===== src/rtl/dbhfc_ram.sv =====
// Generic single-port-write, single-port-read RAM with registered read data.
`default_nettype none

module dbhfc_ram #(
   parameter int WIDTH = 8,
   parameter int DEPTH = 16
) (
   input  wire logic                     clock,
   input  wire logic                     wr_en,
   input  wire logic [$clog2(DEPTH)-1:0] wr_addr,
   input  wire logic [WIDTH-1:0]         wr_data,
   input  wire logic                     rd_en,
   input  wire logic [$clog2(DEPTH)-1:0] rd_addr,
   output      logic [WIDTH-1:0]         rd_data
);

   logic [WIDTH-1:0] mem_ff [DEPTH];
   logic [WIDTH-1:0] rd_data_ff;

   // Read-first: a read at the write address returns the old contents
   always_ff @(posedge clock) begin
      if (wr_en) begin
         mem_ff[wr_addr] <= wr_data;
      end
      if (rd_en) begin
         rd_data_ff <= mem_ff[rd_addr];
      end
   end

   assign rd_data = rd_data_ff;

endmodule

`default_nettype wire


===== config.mk =====
export PLATFORM = sky130hd
export DESIGN_NAME = dbhfc_ram
export DESIGN_NICKNAME = d
export VERILOG_FILES = /design/src/rtl/dbhfc_ram.sv
export SDC_FILE = /design/constraint.sdc
export NUM_CORES = 1
export LEC_CHECK = 0
export BUFFER_PORTS_ARGS = -buffer_cell sky130_fd_sc_hd__buf_2
export CAP_MARGIN = 15
export CELL_PAD_IN_SITES_DETAIL_PLACEMENT = 1
export CELL_PAD_IN_SITES_GLOBAL_PLACEMENT = 2
export CORE_UTILIZATION = 50
export CTS_BUF_LIST = sky130_fd_sc_hd__clkbuf_4 sky130_fd_sc_hd__clkbuf_8
export DETAILED_ROUTE_END_ITERATION = 12
export HOLD_SLACK_MARGIN = 0.12
export PLACE_DENSITY_LB_ADDON = 0.1
export SLEW_MARGIN = 40
export SYNTH_ARGS = -nofsm -noshare
export SYNTH_HDL_FRONTEND = slang
export SYNTH_SLANG_ARGS = --single-unit
export TNS_END_PERCENT = 1

===== constraint.sdc =====
create_clock -name clock -period 2.4 [get_ports clock]
set_input_delay 0.48 -clock clock [delete_from_list [all_inputs] [get_ports clock]]
set_output_delay 0.48 -clock clock [all_outputs]
set_load 0.005 [all_outputs]

==> impl_results.md, run 1 <==
* Total power of the final layout at about 0.005 W
* Crit path time final at approximately 1.6 ns
* Required time of the critical path at ~2.6 ns
* Max cap viols at 0
* Commonest non-fill, non-tap cell in the layout: sky130_fd_sc_hd__edfxtp_1
* Seq cells post-synth at approximately 140
* Critical Path Fanout Max at 20
* Number of CTS-inserted buffers at 17
* Multi-input gate area at between 1000 and 1500 um^2
* Count of hold-fix buffers inserted at cts at 0
* DRC violations left at 0
* Critical Path End Type: register
* Antenna Violating Nets Remaining at 0
* Type of the setup path with the least slack: primary input to register
* Number of setup violations in the final report at 0
* Combined global-route utilization of all metal layers at 0.2209
* Vias in the first global route at around 2600
* Routing usage on met2 at 0.3390
* Highest-count cells in the layout ignoring fill and taps: 136 x sky130_fd_sc_hd__edfxtp_1, 26 x sky130_fd_sc_hd__buf_2, 21 x sky130_fd_sc_hd__buf_4
* TritonCTS clock tree: done
* Overflow left after global routing at 0
* Dominant combinational cell family by area after synthesis: multiplexers
* Max Root-Sink Buffers at 2
* Slew at the pin closest to its max-slew limit at 0.4163 ns
* Post-synthesis share of cell area spent on and, or, nand and nor gates at 0.03135
* Most used routing layer in global routing: met2
* Final HPWL DP at approximately 7 mm
* Quantity of I/O buffers inserted on ports at 26
* Crit path largest cell delay at around 0.5 ns
* Clock transition at the registers of the reported paths at about 0.080 ns
* Parity-gate share of the synthesized area counting xor and xnor cells at 0
* Compound-Gate Fraction of Synth Area at 0.02298
* Minimum setup slack in the final design at approximately 0.77 ns
* Pin count of the biggest net entering global routing at 21
* Worst vdd rail ir drop at about 0.44 mV
* Via density at roughly 5.7
* Summed instance area of the synthesized netlist at about 5200 um^2
* Antenna fix cells at 0
* Total via count after detailed routing at approximately 2500
* Arrival time at the worst endpoint at 1.80 ns
* Fraction of layout cells with a size suffix above 1 at 0.3244
* DIE AREA at ~11000 um^2
* Number of max-slew violations in the final report at 0
* Startpoint types: primary input
* Syn_nets at 248
* Unrepaired setup endpoints after global routing: no
* First-pass GRT wire length at 16.44 mm
* Post-route clock period utilization at 0.6807
* Library cell contributing the largest single delay on the critical path: sky130_fd_sc_hd__mux4_2
* Power Density at ~830 nW/um^2
* Iteration-0 DRC count of the detailed router at roughly 220
* Count of cells resized by post-cts repair at 0
* Synthesis-to-layout area growth at 15.96%
* Fin Setup TNS at 0 ns
* Synth Instances at approximately 230
* Clk Tree Root Cell: sky130_fd_sc_hd__clkbuf_8
* Initial Utilization at 0.5251
* WL per Instance at around 25 um
* Count of filler cells inserted in the layout at ~840
* Normalized max-slew margin at 0.7225
* Worst slack, placed at between 0.3 and 0.4 ns
* Critical Path, Cell by Cell: buf_2 > buf_12 > mux4_2 > a22oi_1 > nand2_1
* Static leakage at around 2 nW
* Synth Warn # at 0
* Die Span Y at roughly 100 um
* Standard-cell rows at 36
* Mean instance size in the synthesized netlist at 22.83 um^2
* Placer's final routability congestion estimate at a little under 0.7
* Top-Level Pins at 27
* Fin nets at about 300
* Met3 global-route usage at 0.05576
* Count of clock tree sinks at approximately 140
* Number of antenna violations at the first check in global routing at 0
* Final setup skew at 0.009337 ns
* Multiplexer fraction of the synthesized cell area at 0.1479
* Length of the first detailed-routing pass in iterations at 4
* Post-CTS Setup Inserts at 0
* Worst min-delay path category: primary input to register
* Adder-Cell Fraction of Synth Area at 0
* Top achievable clock speed at around 610 MHz
* Level count of the clock H-tree at 4
* Run status: finished clean
* Unique masters post-synth at 18
* Fin. Hold Viols at 0
* Later-pin clock latency in the skew report at about 0.43 ns
* Met1 Use GR at 0.3064
* Detailed Route WL at between 10 and 15 mm
* Width of the chip at between 100 and 150 um
* FF+latch area at 4084 um^2
* CORE AREA at ~10000 um^2
* Sequential fraction of the synthesis area at 0.7812
-- power breakdown --
group          switching (W)  internal [W]  total, W  leakage [nW]
logic               0.000140      0.000105  0.000245         0.593
registers          0.0000165       0.00267   0.00269          1.24
clock network       0.000851       0.00124   0.00209         0.221
total                0.00101       0.00402   0.00502          2.05
-- metal layers --
| layer | vias to the layer above | wire length, um |
|---|---|---|
| met2 | 70 | 5294 |
| met3 | 11 | 496 |
| met1 | 1287 | 4782 |
| met5 | - | 0 |
| li1 | 1095 | - |
| met4 | 0 | 163 |
-- critical path, delay by kind of cell --
| family | cells | cell delay [ns] |
|---|---|---|
| buf+inv | 2 | 0.31 |
| mux | 1 | 0.51 |
| simple gates | 1 | 0.11 |
| compound gates | 1 | 0.37 |
-- final cells by class --
cell class	instances	area share
multi-input combinational	83	0.1744
clock buffer	18	0.03983
tap	133	0.02745
timing repair buffer	48	0.05077
sequential	136	0.6737
clock inverter	14	0.03385
-- metrics by stage --
stage	cell area [um^2]	util	hold WS (ns)	instances
floorplan	5228	-	0.5789	229
global route	6062	0.6090	0.4098	432
global placement	5615	0.5641	0.7337	400
detailed placement	5615	0.5641	0.7558	400
finish	6062	0.6090	0.4304	432
CTS	6062	0.6090	0.4091	432
-- registers in the layout (all words and copies together), names as in the netlist --
name	cells
mem_ff	128
rd_data	8
-- Yosys cell counts --
master                            number  area [um^2]
sky130_fd_sc_hd__buf_6                 3        33.78
sky130_fd_sc_hd__nand2b_1              2        12.51
sky130_fd_sc_hd__buf_4                 1        7.510
sky130_fd_sc_hd__nand2_1               9        33.78
sky130_fd_sc_hd__nand3b_1              2        15.01
sky130_fd_sc_hd__clkdlybuf4s25_2       3        30.03
sky130_fd_sc_hd__nor3_1                4        20.02
sky130_fd_sc_hd__edfxtp_1            136         4084
sky130_fd_sc_hd__and2b_1               1        7.510
sky130_fd_sc_hd__nor2b_1               1        6.260
sky130_fd_sc_hd__mux4_2               18        405.4
sky130_fd_sc_hd__nand3_1               1        5.000
sky130_fd_sc_hd__a22oi_1              16        120.1
sky130_fd_sc_hd__buf_2                 3        15.01
sky130_fd_sc_hd__nor2_1               13        48.80
sky130_fd_sc_hd__mux4_1               14        367.9
sky130_fd_sc_hd__and2_1                1        6.260
sky130_fd_sc_hd__or3b_2                1        8.760
-- cell families after synthesis --
logic type,after synthesis
AO/OA/AOI/OAI,16
buffers and inverters,10
flip-flops,136
multiplexers,32
AND/OR/NAND/NOR,35
-- worst paths after layout --
check	startpoint	to	slack, ns	cells past startpoint
worst min register to register	mem_ff[12][7]$_DFFE_PP_	rd_data[7]$_DFFE_PP_	0.76	3
worst min-delay path	rd_en	rd_data[3]$_DFFE_PP_	0.43	1
worst max register to register	mem_ff[3][6]$_DFFE_PP_	rd_data[6]$_DFFE_PP_	0.83	3
worst max-delay path	rd_addr[0]	rd_data[6]$_DFFE_PP_	0.77	5
Note: power is estimated with default switching activity, not from simulation.
==> run 2: changes to the inputs <==
==> constraint.sdc (replaced) <==
create_clock -name clock -period 1.6 [get_ports clock]
set_input_delay 0.32 -clock clock [delete_from_list [all_inputs] [get_ports clock]]
set_output_delay 0.32 -clock clock [all_outputs]
set_load 0.005 [all_outputs]
==> run 2 against run 1 <==
Utilization rose by 0.78 points. Critical path depth fell by 2. Clock skew fell by 0.0022 ns. Register-to-register slack got worse by 0.77 ns. Combinational power rose by 55%. Flip-flop and latch count did not move. Critical path type is now register to register. Critical endpoint is now rd_data[1]$_DFFE_PP_. Non-clock buffer count rose by 4. Via count fell by 0.12%. First-iteration DRC count fell by 38%. Global-route usage fell by 1.5 points. Highest routed layer unchanged. Largest power group unchanged.
==> impl_results.md, run 2 (synthesized netlist as in run 1, its figures left out) <==
* Iteration-0 DRC count of the detailed router at 136 (was 221)
* Highest-count cells in the layout ignoring fill and taps: 136 x sky130_fd_sc_hd__edfxtp_1, 26 x sky130_fd_sc_hd__buf_2, 23 x sky130_fd_sc_hd__buf_4 (was 136 x sky130_fd_sc_hd__edfxtp_1, 26 x sky130_fd_sc_hd__buf_2, 21 x sky130_fd_sc_hd__buf_4)
* Crit path time final at about 1.5 ns
* Worst R2R End: rd_data[1]$_DFFE_PP_ (was rd_data[6]$_DFFE_PP_)
* Detailed Route WL at 10.35 mm (was 10.74 mm)
* Post-route clock period utilization at 0.9648
* Cell depth of the worst hold path at 1 (unchanged)
* Standard-cell rows at 36 (unchanged)
* Commonest non-fill, non-tap cell in the layout: sky130_fd_sc_hd__edfxtp_1 (unchanged)
* R2R depth at 3 (unchanged)
* Worst vdd rail ir drop at 0.6102 mV (was 0.4362 mV)
* Antenna fix cells at 0 (unchanged)
* Number of max-slew violations in the final report at 0 (unchanged)
* Final cell count without fillers at 436 (was 432)
* Placer's final routability congestion estimate at 0.6887 (was 0.6821)
* Endpoint of the worst hold path: rd_data[3]$_DFFE_PP_ (unchanged)
* Top-Level Pins at 27 (unchanged)
* Worst min-delay path category: primary input to register (unchanged)
* Clk Tree Root Cell: sky130_fd_sc_hd__clkbuf_8 (unchanged)
* TritonCTS clock tree: done (unchanged)
* Count of cells resized by post-cts repair at 0 (unchanged)
* Largest reg by FF count: mem_ff (unchanged)
* Final HPWL DP at 6.623 mm (was 6.967 mm)
* Count of clock tree sinks at 136 (unchanged)
* Slack of the worst reg-to-reg path at 0.06 ns (was 0.83 ns)
* Post-Place Cells at 404 (was 400)
* DRC violations left at 0 (unchanged)
* Final setup skew at 0.007124 ns (was 0.009337 ns)
* Buffers and inverters on the worst path at 0 (was 2)
* Launch instance of the worst min-delay path: rd_en (unchanged)
* Unrepaired setup endpoints after global routing: no (unchanged)
* Level count of the clock H-tree at 4 (unchanged)
* Width of the chip at 104.3 um (unchanged)
* Number of setup violations in the final report at 0 (unchanged)
* Family of cells with the greatest summed delay on the critical path: multiplexers (unchanged)
* CORE AREA at 9955 um^2 (unchanged)
* Startpoint types: register (was primary input)
* Crit path largest cell delay at 0.52 ns (was 0.51 ns)
* Static leakage at 2.087 nW (was 2.051 nW)
* Later-pin clock latency in the skew report at 0.42 ns (was 0.43 ns)
* Synthesis-to-layout area growth at 17.45% (was 15.96%)
* Slew at the pin closest to its max-slew limit at 0.7586 ns (was 0.4163 ns)
* Initial Utilization at 0.5251 (unchanged)
* Arrival time at the worst endpoint at 1.71 ns (was 1.80 ns)
* Die Span Y at 104.3 um (unchanged)
* Vias in the first global route at 2616 (was 2646)
* Fraction of layout cells with a size suffix above 1 at 0.3465 (was 0.3244)
* Max FFs per register at 128 (unchanged)
* Type of the setup path with the least slack: register to register (was primary input to register)
* Quantity of I/O buffers inserted on ports at 26 (unchanged)
* DIE AREA at 10870 um^2 (unchanged)
* Max Root-Sink Buffers at 2 (unchanged)
* Count of hold-fix buffers inserted at cts at 0 (unchanged)
* Number of antenna violations at the first check in global routing at 0 (unchanged)
* Critical Path End Type: register (unchanged)
* Post-CTS Setup Inserts at 0 (unchanged)
* Overflow left after global routing at 0 (unchanged)
* Normalized max-slew margin at 0.4924 (was 0.7225)
* Total via count after detailed routing at 2460 (was 2463)
* Fin. Hold Viols at 0 (unchanged)
* Pin count of the biggest net entering global routing at 23 (was 21)
* Reg2reg start: mem_ff[9][1]$_DFFE_PP_ (was mem_ff[3][6]$_DFFE_PP_)
* Required time of the critical path at 1.77 ns (was 2.57 ns)
* Critical Path, Cell by Cell: mux4_1 > a22oi_1 > nand2_1 (was buf_2 > buf_12 > mux4_2 > a22oi_1 > nand2_1)
* Fin nets at 309 (was 305)
* Run status: finished clean (unchanged)
* Via density at 5.642 (was 5.701)
* Number of CTS-inserted buffers at 17 (unchanged)
* Library cell contributing the largest single delay on the critical path: sky130_fd_sc_hd__mux4_1 (was sky130_fd_sc_hd__mux4_2)
* First-pass GRT wire length at 15.57 mm (was 16.44 mm)
* Clock transition at the registers of the reported paths at 0.08 ns (about the same)
* Antenna Violating Nets Remaining at 0 (unchanged)
* Combined global-route utilization of all metal layers at 0.2055 (was 0.2209)
* Top achievable clock speed at between 600 and 700 MHz
* WL per Instance at 23.75 um (was 24.85 um)
* Max cap viols at 0 (unchanged)
* Final core utilization at 0.6168 (was 0.6090)
* Power Density at 1237 nW/um^2 (was 828.7 nW/um^2)
* Length of the first detailed-routing pass in iterations at 4 (unchanged)
* Critical Path Fanout Max at 1 (was 20)
-- run 2: cell count changes in the layout (fill, tap and decap cells not counted) --
| cell | change |
|---|---|
| sky130_fd_sc_hd__nor2b_2 | +1 |
| sky130_fd_sc_hd__clkinv_4 | +4 |
| sky130_fd_sc_hd__clkinv_1 | -2 |
| sky130_fd_sc_hd__nor3_1 | -1 |
| sky130_fd_sc_hd__nor3_2 | +1 |
| sky130_fd_sc_hd__clkbuf_4 | -1 |
| sky130_fd_sc_hd__clkinv_2 | -1 |
| sky130_fd_sc_hd__nor2b_1 | -1 |
| sky130_fd_sc_hd__buf_4 | +2 |
| sky130_fd_sc_hd__buf_12 | +2 |
-- run 2: per-layer routing --
| metal | vias to the layer above | track usage | routed length (um) |
|---|---|---|---|
| met5 | - | 0 | 0 |
| met1 | 1282 | 0.2866 | 4620 |
| li1 | 1102 | - | - |
| met2 | 67 | 0.3290 | 5160 |
| met4 | 0 | 0.06429 | 89 |
| met3 | 9 | 0.04261 | 482 |
-- run 2: stage by stage --
step                      worst slack, ns  total power [W]  hold slack [ns]  cell area, um^2  setup TNS, ns
after floorplan                 -0.002415         0.004308           0.4189             5233      -0.009690
after global placement            -0.3501         0.004483           0.7084             5675         -2.044
after detailed placement          -0.3570         0.004497           0.7117             5675         -2.245
after CTS                         0.04608         0.007665           0.2526             6137              0
after global routing             0.003390         0.007800           0.2566             6140              0
final                             0.05626         0.007594           0.2760             6140              0
-- run 2: area by class of cell --
cell class	count	area, um^2
clock buffer	17	234.0
clock inverter	15	227.7
fill	842	3815
multi-input combinational	83	1065
sequential	136	4084
tap	133	166.4
timing repair buffer	52	362.8
-- run 2: report_power, final --
part           internal [W]  switching, W  leakage, nW
Combinational      0.000169      0.000211        0.625
Clock               0.00186       0.00132        0.226
Sequential          0.00401     0.0000220         1.24
Total               0.00604       0.00155         2.09
-- run 2: worst reg2reg max path: cells and delay by family, from the launching register on --
family,cells,cell delay (ns)
multiplexers,1,0.52
flip-flops,1,0.37
AO/OA/AOI/OAI,1,0.32
AND/OR/NAND/NOR,1,0.08
-- run 2: worst max path at each step --
stage / from / endpoint / slack, ns / depth (start not counted)
finish: mem_ff[9][1]$_DFFE_PP_ / rd_data[1]$_DFFE_PP_ / 0.06 / 3
global route: mem_ff[9][1]$_DFFE_PP_ / rd_data[1]$_DFFE_PP_ / 0.003 / 3
CTS: mem_ff[9][1]$_DFFE_PP_ / rd_data[1]$_DFFE_PP_ / 0.05 / 3
detailed placement: rd_addr[0] / rd_data[1]$_DFFE_PP_ / -0.36 / 5
global placement: rd_addr[0] / rd_data[1]$_DFFE_PP_ / -0.35 / 5
floorplan: rd_addr[0] / rd_data[1]$_DFFE_PP_ / -0.002 / 5
