`src/rtl/dbhfc_pkg.sv`:
```
// Package for the handshake flow classifier: codes, constants and word types.
`default_nettype none

package dbhfc_pkg;

   // Table size and length limits
   localparam int NUM_SLOTS_DEF = 1024;
   localparam logic [15:0] CAPTURE_MAX = 16'd30720;

   // Action codes of an input word
   localparam logic [1:0] ACT_OPEN   = 2'd0;
   localparam logic [1:0] ACT_PACKET = 2'd1;
   localparam logic [1:0] ACT_CLOSE  = 2'd2;

   // Open matching
   localparam logic [15:0] FAMILY_INET  = 16'd2;
   localparam logic [15:0] DEFAULT_PORT = 16'd3306;

   // Packet header checks
   localparam logic [7:0]  TYPE_GREETING    = 8'h0a;
   localparam logic [7:0]  TYPE_OK          = 8'h00;
   localparam logic [7:0]  TYPE_ERR         = 8'hFF;
   localparam logic [7:0]  SEQ_GREETING     = 8'd0;
   localparam logic [7:0]  SEQ_CLIENT_REPLY = 8'd1;
   localparam logic [15:0] GREETING_MIN_LEN = 16'd10;
   localparam logic [15:0] HEADER_LEN       = 16'd4;

   // Handshake progress of one connection
   typedef enum logic [2:0] {
      HS_CONNECTING  = 3'd0,
      HS_GREETING    = 3'd1,
      HS_AUTH        = 3'd2,
      HS_ESTABLISHED = 3'd3,
      HS_INVALID     = 3'd4
   } hs_state_type;

   // One table entry
   typedef struct packed {
      logic         tracked;
      hs_state_type state;
      logic         confirmed;
   } entry_type;

   // Input word
   typedef struct packed {
      logic [1:0]  action;
      logic [9:0]  conn_slot;
      logic [15:0] addr_family;
      logic [15:0] dest_port;
      logic        call_ok;
      logic        direction;
      logic [15:0] captured_length;
      logic [7:0]  len_byte0;
      logic [7:0]  len_byte1;
      logic [7:0]  len_byte2;
      logic [7:0]  seq_byte;
      logic [7:0]  type_byte;
   } req_type;

   // Result word
   typedef struct packed {
      logic [9:0]  event_slot;
      logic        event_direction;
      logic [14:0] event_length;
      logic [7:0]  event_seq;
      logic [2:0]  event_state;
      logic        event_confirmed;
   } rsp_type;

   // Outcome of one table update
   typedef struct packed {
      entry_type entry;
      logic      emit;
   } upd_type;

endpackage

`default_nettype wire

```
`src/rtl/dbhfc_update.sv`:
```
// Next-entry and event logic for one word against its table entry.
`default_nettype none

module dbhfc_update (
   input  wire dbhfc_pkg::req_type   req,
   input  wire dbhfc_pkg::entry_type cur,
   input  wire logic [15:0]          extra_port,
   output      dbhfc_pkg::upd_type   upd,
   output      dbhfc_pkg::rsp_type   rsp
);

   import dbhfc_pkg::*;

   logic [15:0] len_clamped;
   logic [23:0] hdr_len;
   logic        port_match;
   logic        open_match;
   logic        pkt_live;
   logic        hdr_bad;
   entry_type   nxt;
   logic        emit;

   // Header decode and clamp
   assign len_clamped = (req.captured_length > CAPTURE_MAX) ? CAPTURE_MAX : req.captured_length;
   assign hdr_len     = {req.len_byte2, req.len_byte1, req.len_byte0};
   assign hdr_bad     = (len_clamped < HEADER_LEN) || (hdr_len == 24'd0) ||
                        (hdr_len > 24'(CAPTURE_MAX));

   // Open filter: fixed port, or the configured one when non-zero
   assign port_match = (req.dest_port == DEFAULT_PORT) ||
                       ((extra_port != 16'd0) && (req.dest_port == extra_port));
   assign open_match = (req.addr_family == FAMILY_INET) && port_match;

   assign pkt_live = req.call_ok && cur.tracked && (cur.state != HS_INVALID);

   // Entry update
   always_comb begin
      nxt  = cur;
      emit = 1'b0;
      case (req.action)
         ACT_OPEN: begin
            if (open_match) begin
               nxt.tracked   = 1'b1;
               nxt.state     = HS_CONNECTING;
               nxt.confirmed = 1'b0;
            end
         end
         ACT_CLOSE: begin
            nxt.tracked = 1'b0;
         end
         ACT_PACKET: begin
            if (pkt_live) begin
               case (cur.state)
                  HS_CONNECTING: begin
                     if (req.direction && (req.seq_byte == SEQ_GREETING) &&
                         (len_clamped > GREETING_MIN_LEN) &&
                         (req.type_byte == TYPE_GREETING)) begin
                        nxt.state = HS_GREETING;
                     end
                  end
                  HS_GREETING: begin
                     if (!req.direction && (req.seq_byte == SEQ_CLIENT_REPLY)) begin
                        nxt.state = HS_AUTH;
                     end
                  end
                  HS_AUTH: begin
                     if (req.direction && (len_clamped > HEADER_LEN)) begin
                        if (req.type_byte == TYPE_OK) begin
                           nxt.state     = HS_ESTABLISHED;
                           nxt.confirmed = 1'b1;
                        end else if (req.type_byte == TYPE_ERR) begin
                           nxt.state     = HS_INVALID;
                           nxt.confirmed = 1'b0;
                        end
                     end
                  end
                  default: begin
                  end
               endcase
               // a connection turned invalid reports nothing
               if (nxt.state != HS_INVALID) begin
                  if (hdr_bad) begin
                     if (nxt.state == HS_CONNECTING) begin
                        nxt.state = HS_INVALID;
                     end
                  end else begin
                     emit = 1'b1;
                  end
               end
            end
         end
         default: begin
         end
      endcase
   end

   assign upd.entry = nxt;
   assign upd.emit  = emit;

   // Event word
   assign rsp.event_slot      = req.conn_slot;
   assign rsp.event_direction = req.direction;
   assign rsp.event_length    = len_clamped[14:0];
   assign rsp.event_seq       = req.seq_byte;
   assign rsp.event_state     = nxt.state;
   assign rsp.event_confirmed = nxt.confirmed;

endmodule

`default_nettype wire

```
`config.mk`:
```
export PLATFORM = sky130hd
export DESIGN_NAME = dbhfc_update
export DESIGN_NICKNAME = d
export VERILOG_FILES = /design/src/rtl/dbhfc_pkg.sv /design/src/rtl/dbhfc_update.sv
export SDC_FILE = /design/constraint.sdc
export NUM_CORES = 1
export LEC_CHECK = 0
export BUFFER_PORTS_ARGS = -buffer_cell sky130_fd_sc_hd__buf_4
export CAP_MARGIN = 20
export CORE_MARGIN = 2
export CORE_UTILIZATION = 31
export DETAILED_ROUTE_END_ITERATION = 8
export GPL_ROUTABILITY_DRIVEN = 0
export MAX_ROUTING_LAYER = met4
export PLACE_DENSITY = 0.88
export SLEW_MARGIN = 20
export SYNTH_ARGS = -nofsm -noshare
export SYNTH_HDL_FRONTEND = slang
export SYNTH_SLANG_ARGS = --single-unit
```
`constraint.sdc`:
```
create_clock -name vclk -period 2.28
set_clock_uncertainty 0.1 [all_clocks]
set_input_delay 0.114 -clock vclk [all_inputs]
set_output_delay 0.114 -clock vclk [all_outputs]
set_load 0.03 [all_outputs]
```
==> flow_summary.ini, run 1 <==
[detailed_routing]
wirelength_microns = 4430
ant_nets = 0
drc = 0
num_vias = 1685
dr.pass1.iters = 4
drtIter0Drc = 35
avgRoutedWirePerCell_microns = 13.5
routed_via_density = 5.14

[sta]
fmax_ghz = 0.466
setup_ws_ns = 0.136
rsz0062_at_grt = false
period_share_pct = 94.0
period_needed_ns = 2.14
hold_viol_final = 0
worst_pin_slew_ns = 0.515
setup-tns-final_ns = 0
slew_headroom_pct = 65.6
drv_slew = 0
setup_viol = 0

[floorplan]
dieArea_sq_um = 4140
start_util_pct = 33.0
core_sq_um = 3420
die_w_microns = 64.3
die_h_microns = 64.3
rows = 21
io_pins = 167

[setup_path]
cp.arrival_ns = 1.93
criticalPathCategory = input pin to output port
critical_path.max_fanout = 7
cp-end-kind = output port
cp-start-kind = input pin
worst-endpoint-required_ns = 2.07

[logic_synthesis]
yosysSeqAreaShare_pct = 0
syn-num-nets = 283
syn_inst = 160
synth_warnings = 0
ys_types = 50
netlist_area_sq_um = 1130
avgSynthCellArea_sq_um = 7.05

[worst_hold_path]
holdCritPathClass = input pin to output port

[status]
status = completed

[layout]
drive_above_1_share_pct = 56.4
seq_cells = 0
num_antenna_cells = 0
register_area_sq_um = 0
fillers = 357
syn_to_final_growth_pct = 86.7
final_nets = 407
fin_cells = 328
final_common_cell = buf_4
clockBufferCount = 0
final_cell_mix = 147 x buf_4, 19 x nor4_1, 16 x xor2_1

[grt]
grt_max_degree = 12
grt_pass1_vias = 1657
overflow = 0
antenna_found_initial = 0
grtUsageTotal_pct = 20.9
grt_pass1_wl_microns = 7070

[placed_design]
dp_hpwl_microns = 4130
dpl.cell_count = 328
dp_slack_ns = 0.133
io_buffers = 147

[pwr]
power_uw = 385
power_per_cell_area_nw_per_um2 = 183
ir_worst_vdd_v = 0.0000860
p_leak_uw = 0.000989

[clock_tree]
post_cts_resized = 0
post-cts-setup-buffers = 0
hold_buffers = 0

[flow_run]
cap_violations = 0
-- final cells by class --
cell class         instances  area (sq um)  area share (%)
inverters                  2          7.51           0.357
multi-input cells        133           936            44.5
well taps                 46          57.6            2.73
repair buffers           147          1100            52.4
-- critical path, cell delays in order --
cell	delay, ns
buf_4	0.11
or4_4	0.54
nor4_4	0.33
a311oi_1	0.19
o31ai_2	0.30
o22ai_1	0.15
buf_4	0.19
-- metrics by stage --
step | util [%] | hold WS (ns) | cell area [sq um]
floorplan | - | 0.260 | 1130
global placement | 61.6 | 0.128 | 2100
detailed placement | 61.6 | 0.128 | 2100
CTS | 61.6 | 0.128 | 2100
finish | 61.6 | 0.128 | 2100
global route | 61.6 | 0.128 | 2100
-- worst paths after layout --
path | from | endpoint | slack [ns] | cells after the start
worst max-delay path | req[49] | upd[2] | 0.14 | 7
worst min-delay path | req[92] | rsp[30] | 0.13 | 0
-- cell families (layout without fill, tap and decap cells) --
logic type             count (synthesis)  count (layout)  synth area share (%)
AO/OA/AOI/OAI                         24              24                  16.5
XOR/XNOR                              16              16                  12.4
buffers and inverters                 27             149                  17.0
multiplexers                           1               1                  1.22
AND/OR/NAND/NOR                       92              92                  52.8
-- layer usage --
layer	routed length, microns	vias to the layer above	global-route usage (%)
li1	-	844	-
met1	1510	756	21.1
met2	2500	83	42.6
met3	395	2	3.35
met4	27	0	2.66
met5	0	-	-
-- Yosys cell counts (all sizes together), types with 3 or more instances --
cell type  instances  area share, %
and2              12            6.8
nor2               5            1.7
nand4              7            3.9
o211ai             4            2.7
nor3               4            1.8
nand3              6            2.7
or4b               4            3.6
buf               24             16
nand4b             3            2.3
nand2             10            3.3
nor4              21             14
or2                5            2.8
o22ai              3            1.7
xor2              16             12
-- power by group --
group | internal, uW | switching (uW) | leakage [uW]
combinational | 208 | 177 | 0.000989
clock | 0 | 0 | 0
sequential | 0 | 0 | 0
No activity file was read; power rests on OpenSTA's default activity.
==> run 2: changes to the inputs <==
--- a/config.mk
+++ b/config.mk
@@ -5,10 +5,11 @@
 export SDC_FILE = /design/constraint.sdc
 export NUM_CORES = 1
 export LEC_CHECK = 0
+export ABC_AREA = 1
 export BUFFER_PORTS_ARGS = -buffer_cell sky130_fd_sc_hd__buf_4
 export CAP_MARGIN = 20
 export CORE_MARGIN = 2
-export CORE_UTILIZATION = 31
+export CORE_UTILIZATION = 34
 export DETAILED_ROUTE_END_ITERATION = 8
 export GPL_ROUTABILITY_DRIVEN = 0
 export MAX_ROUTING_LAYER = met4
==> run 2 against run 1 <==
Net effect:
- global-route usage shrank 0.64 points
- final cell count increased by 24%
- largest power group unchanged
- clock-buffer cell count is the same
==> flow_summary.ini, run 2 <==
[clock_tree]
hold_buffers = 0

[sta]
hold_viol_final = 0
slew_headroom_pct = 60.1
hold_ws_ns = 0.128
setup_viol = 0
period_share_pct = 95.3
rsz0062_at_grt = true
drv_slew = 0
fmax_ghz = 0.460
setup-tns-final_ns = 0
period_needed_ns = 2.17
worst_pin_slew_ns = 0.596
setup_ws_ns = 0.108

[logic_synthesis]
avgSynthCellArea_sq_um = 5.69
synth_area_leaders = buf_4 14%, nand2_1 9.9%, inv_1 9.0%
synth_top_area_share_pct = 13.5
post-synth-top-count-cell = nand2_1
synthTopCellsByCount = 35 x nand2_1, 32 x inv_1, 26 x nor2_1
ys_types = 35
synth_warnings = 0
syn-num-nets = 357
netlist_area_sq_um = 1330
synth.largest_area_cell = buf_4
syn_inst = 234
yosysSeqAreaShare_pct = 0

[status]
status = completed

[layout]
clockBufferCount = 0
final_common_cell = buf_4
register_area_sq_um = 0
syn_to_final_growth_pct = 78.6
seq_cells = 0
final_nets = 484
final_cell_mix = 147 x buf_4, 32 x inv_1, 31 x nand2_1
fillers = 344
drive_above_1_share_pct = 53.2
num_antenna_cells = 0

[pwr]
clkPwrFrac_pct = 0
p_comb_share_pct = 100.0
power_per_cell_area_nw_per_um2 = 196
switching_power_uw = 237
power.internal_uw = 230
ir_worst_vdd_v = 0.000105
p_leak_uw = 0.00123
seqPwrFrac_pct = 0
sw_frac_of_total_pct = 50.8

[setup_path]
timing.critical_path.buf_inv = 4
cp-start-kind = input pin
path_cells = buf_4 > nor2_4 > nand2_2 > nor2_2 > nand2_2 > nand2_8 > buf_6 > o21ai_2 > and2_4 > nand3_4 > nand3_2 > nand2_2 > inv_1 > nand2_1 > nand2_1 > nand2_2 > nand2_1 > o211ai_1 > nand2_1 > buf_4
cp-end-kind = output port
criticalPathCategory = input pin to output port
worst-endpoint-required_ns = 2.07
max_stage_delay_ns = 0.17
cpLargestDelayFamily = simple AND/OR/NAND/NOR gates
critical_path.max_fanout = 7
cp.arrival_ns = 1.96
critPathSlowestCell = and2_4

[grt]
grtUsageTotal_pct = 20.3
grt_pass1_wl_microns = 7220
grt_max_degree = 13
antenna_found_initial = 0
overflow = 0
grt_pass1_vias = 1884

[detailed_routing]
ant_nets = 0
drtIter0Drc = 52
routed_via_density = 5.03
avgRoutedWirePerCell_microns = 12.4
dr.pass1.iters = 4
num_vias = 2049
wirelength_microns = 5030
drc = 0

[floorplan]
die_h_microns = 66.6
rows = 22
start_util_pct = 35.9
die_w_microns = 66.6
dieArea_sq_um = 4440
core_sq_um = 3720
io_pins = 167

[placed_design]
dp_hpwl_microns = 4370
dp_slack_ns = 0.113
io_buffers = 147

[flow_run]
cap_violations = 0

[worst_hold_path]
holdCritPathClass = input pin to output port
run 2: cell types whose count changed after synthesis, sizes merged, moves of 10 or more:
cell	previous run	this run
o21ai	2	12
inv	2	35
nand2	10	42
nor2	5	36
nand3	6	17
and2	12	1
run 2: worst paths after layout:
| path | from | endpoint | slack [ns] | cells past startpoint |
|---|---|---|---|---|
| hold / removal | req[97] | rsp[35] | 0.13 | 0 |
| setup / recovery | req[55] | upd[2] | 0.11 | 20 |
run 2: cell type report:
class              instances  area (sq um)  area share (%)
repair buffers           150          1140            47.8
multi-input cells        174          1050            44.2
well taps                 48          60.1            2.52
inverters                 35           131            5.52
run 2: metrics by stage:
stage / cells / util, % / cell area [sq um] / power (uW)
5_1_grt: 407 / 64.0 / 2380 / 501
4_1_cts: 405 / 62.1 / 2310 / 452
2_1_floorplan: 234 / - / 1340 / 251
6_report: 407 / 64.0 / 2380 / 467
3_5_place_dp: 405 / 62.1 / 2310 / 451
3_3_place_gp: 405 / 62.1 / 2310 / 443
run 2: layer usage:
metal	track usage, %	part of all wire, %
met4	3.06	0.95
met1	20.3	36
met3	1.86	9.4
met5	-	0
met2	42.4	54
run 2: logic make-up after synthesis:
| family | after synthesis | share of synthesized area [%] |
|---|---|---|
| AOI/OAI and AO/OA | 25 | 13.2 |
| xor gates and xnor gates | 12 | 7.89 |
| and+or+nand+nor | 137 | 54.0 |
| buffers and inverters | 60 | 24.9 |
run 2: what timing repair did:
action,CTS,global route
endpoints found under the setup margin,0,7
resized for setup,0,15
buffers inserted,0,2
endpoints found under the hold margin,0,0
run 2: power groups by stage:
stage | combinational, uW | sequential (uW) | clock [uW]
6_report | 467 | 0 | 0
5_1_grt | 501 | 0 | 0
4_1_cts | 452 | 0 | 0
3_5_place_dp | 451 | 0 | 0
3_3_place_gp | 443 | 0 | 0
2_1_floorplan | 251 | 0 | 0
==> run 3: changes to the inputs <==
--- a/config.mk
+++ b/config.mk
@@ -8,12 +8,12 @@
 export ABC_AREA = 1
 export BUFFER_PORTS_ARGS = -buffer_cell sky130_fd_sc_hd__buf_4
 export CAP_MARGIN = 20
-export CORE_MARGIN = 2
-export CORE_UTILIZATION = 34
+export CORE_AREA = 2 2 65 67
 export DETAILED_ROUTE_END_ITERATION = 8
+export DIE_AREA = 0 0 67 69
 export GPL_ROUTABILITY_DRIVEN = 0
 export MAX_ROUTING_LAYER = met4
-export PLACE_DENSITY = 0.88
+export PLACE_DENSITY = 0.89
 export SLEW_MARGIN = 20
 export SYNTH_ARGS = -nofsm -noshare
 export SYNTH_HDL_FRONTEND = slang
==> constraint.sdc (replaced) <==
create_clock -name vclk -period 2.65
set_clock_uncertainty 0.1 [all_clocks]
set_input_delay 0.1325 -clock vclk [all_inputs]
set_output_delay 0.1325 -clock vclk [all_outputs]
set_load 0.03 [all_outputs]
==> run 3 against run 2 <==
Net effect:
- via count shrank 2.7%
- first-iteration DRC count decreased by 23%
- die area increased by 4.2%
- non-clock buffer count is 3 lower
- critical path depth shrank 1
- sequential share of layout area unchanged
- flip-flop and latch count is the same
- global-route usage down 0.58 points
- highest routed layer unchanged
- final area fell by 3.4%
- critical endpoint is now upd[0]
==> flow_summary.ini, run 3 (synthesis results as in run 2) <==
[setup_path]
worst-endpoint-required_ns = 2.42
cpLargestDelayFamily = simple AND/OR/NAND/NOR gates
max_stage_delay_ns = 0.17
crit_top_cell = nand2_1
critical_path.max_fanout = 12
criticalPathCategory = input pin to output port
cp-start-kind = input pin
critPathSlowestCell = nor2_2
path_cells = buf_4 > nor2_1 > nand2_1 > nor2_2 > nand2_2 > nand2_4 > inv_2 > nor2_2 > nor2_2 > nand3_2 > nand3_1 > nand2_1 > nand2_1 > nand2_1 > nand2_2 > nand2_1 > nand2_1 > a21oi_2 > buf_4
cp-end-kind = output port
cp-startpoint = req[42]
cp.arrival_ns = 1.98
cp_num_cells = 19
cp-endpoint = upd[0]
timing.critical_path.buf_inv = 3

[layout]
seq_cells = 0
num_antenna_cells = 0
final_cell_mix = 147 x buf_4, 35 x nand2_1, 32 x inv_1
multi_input_area_sq_um = 1000
fillers = 381
register_area_sq_um = 0
syn_to_final_growth_pct = 72.5
drive_above_1_share_pct = 51.1
final_common_cell = buf_4
clockBufferCount = 0
final_nets = 481
fin_cells = 406

[floorplan]
io_pins = 167
dieArea_sq_um = 4620
core_sq_um = 3910
die_h_microns = 69
start_util_pct = 34.0
die_w_microns = 67
rows = 23

[detailed_routing]
wirelength_microns = 4820
drtIter0Drc = 40
drc = 0
avgRoutedWirePerCell_microns = 11.9
ant_nets = 0
routed_via_density = 4.91
dr.pass1.iters = 4
num_vias = 1993

[sta]
drv_slew = 0
fmax_ghz = 0.452
slew_headroom_pct = 62.4
worst_pin_slew_ns = 0.562
rsz0062_at_grt = false
hold_viol_final = 0
period_needed_ns = 2.21
setup-tns-final_ns = 0
setup_ws_ns = 0.439
period_share_pct = 83.4
hold_ws_ns = 0.165
setup_viol = 0

[placed_design]
dp_hpwl_microns = 4380
dp_slack_ns = 0.410
dpl.cell_count = 406
io_buffers = 147

[clock_tree]
post_cts_resized = 0
hold_buffers = 0
post-cts-setup-buffers = 0

[pwr]
seqPwrFrac_pct = 0
clkPwrFrac_pct = 0
power_uw = 383
power.internal_uw = 190
switching_power_uw = 193
p_comb_share_pct = 100.0
sw_frac_of_total_pct = 50.4
power_per_cell_area_nw_per_um2 = 167
p_leak_uw = 0.00121
ir_worst_vdd_v = 0.0000943

[grt]
grt_pass1_wl_microns = 7560
grt_pass1_vias = 1874
overflow = 0
antenna_found_initial = 0
grtUsageTotal_pct = 19.7
grt_max_degree = 13

[worst_hold_path]
whs_path_depth = 0
holdCritPathClass = input pin to output port
hp-start = req[98]

[flow_run]
cap_violations = 0

[status]
status = completed
-- run 3: cell count changes in the layout (fill, tap and decap cells not counted), sizes merged --
cell and change:
buf -3
-- run 3: layout make-up --
cell class	instances	share of cell area, %
Timing Repair Buffer	147	48.0
Multi-Input combinational cell	174	43.5
Inverter	35	5.72
Tap cell	50	2.72
-- run 3: worst min-delay path by stage --
stage | to | slack (ns)
6_report | rsp[36] | 0.17
5_1_grt | rsp[36] | 0.17
4_1_cts | rsp[30] | 0.17
3_5_place_dp | rsp[30] | 0.17
3_3_place_gp | rsp[30] | 0.17
2_1_floorplan | rsp[10] | 0.30
-- run 3: power by group through the flow --
stage          Clock, uW  Combinational [uW]  Sequential [uW]
6_report               0                 383                0
4_1_cts                0                 385                0
3_3_place_gp           0                 379                0
5_1_grt                0                 414                0
3_5_place_dp           0                 384                0
2_1_floorplan          0                 215                0
-- run 3: routing by layer --
| metal | GRT usage [%] | share of wire (%) |
|---|---|---|
| met1 | 20.0 | 36 |
| met2 | 40.5 | 54 |
| met3 | 1.31 | 9.4 |
| met4 | 1.81 | 1.1 |
| met5 | - | 0 |
-- run 3: stage by stage --
| step | utilization, % | area [sq um] |
|---|---|---|
| after floorplan | - | 1330 |
| after CTS | 58.7 | 2300 |
| after global routing | 58.7 | 2300 |
| after detailed placement | 58.7 | 2300 |
| after global placement | 58.7 | 2300 |
| final | 58.7 | 2300 |
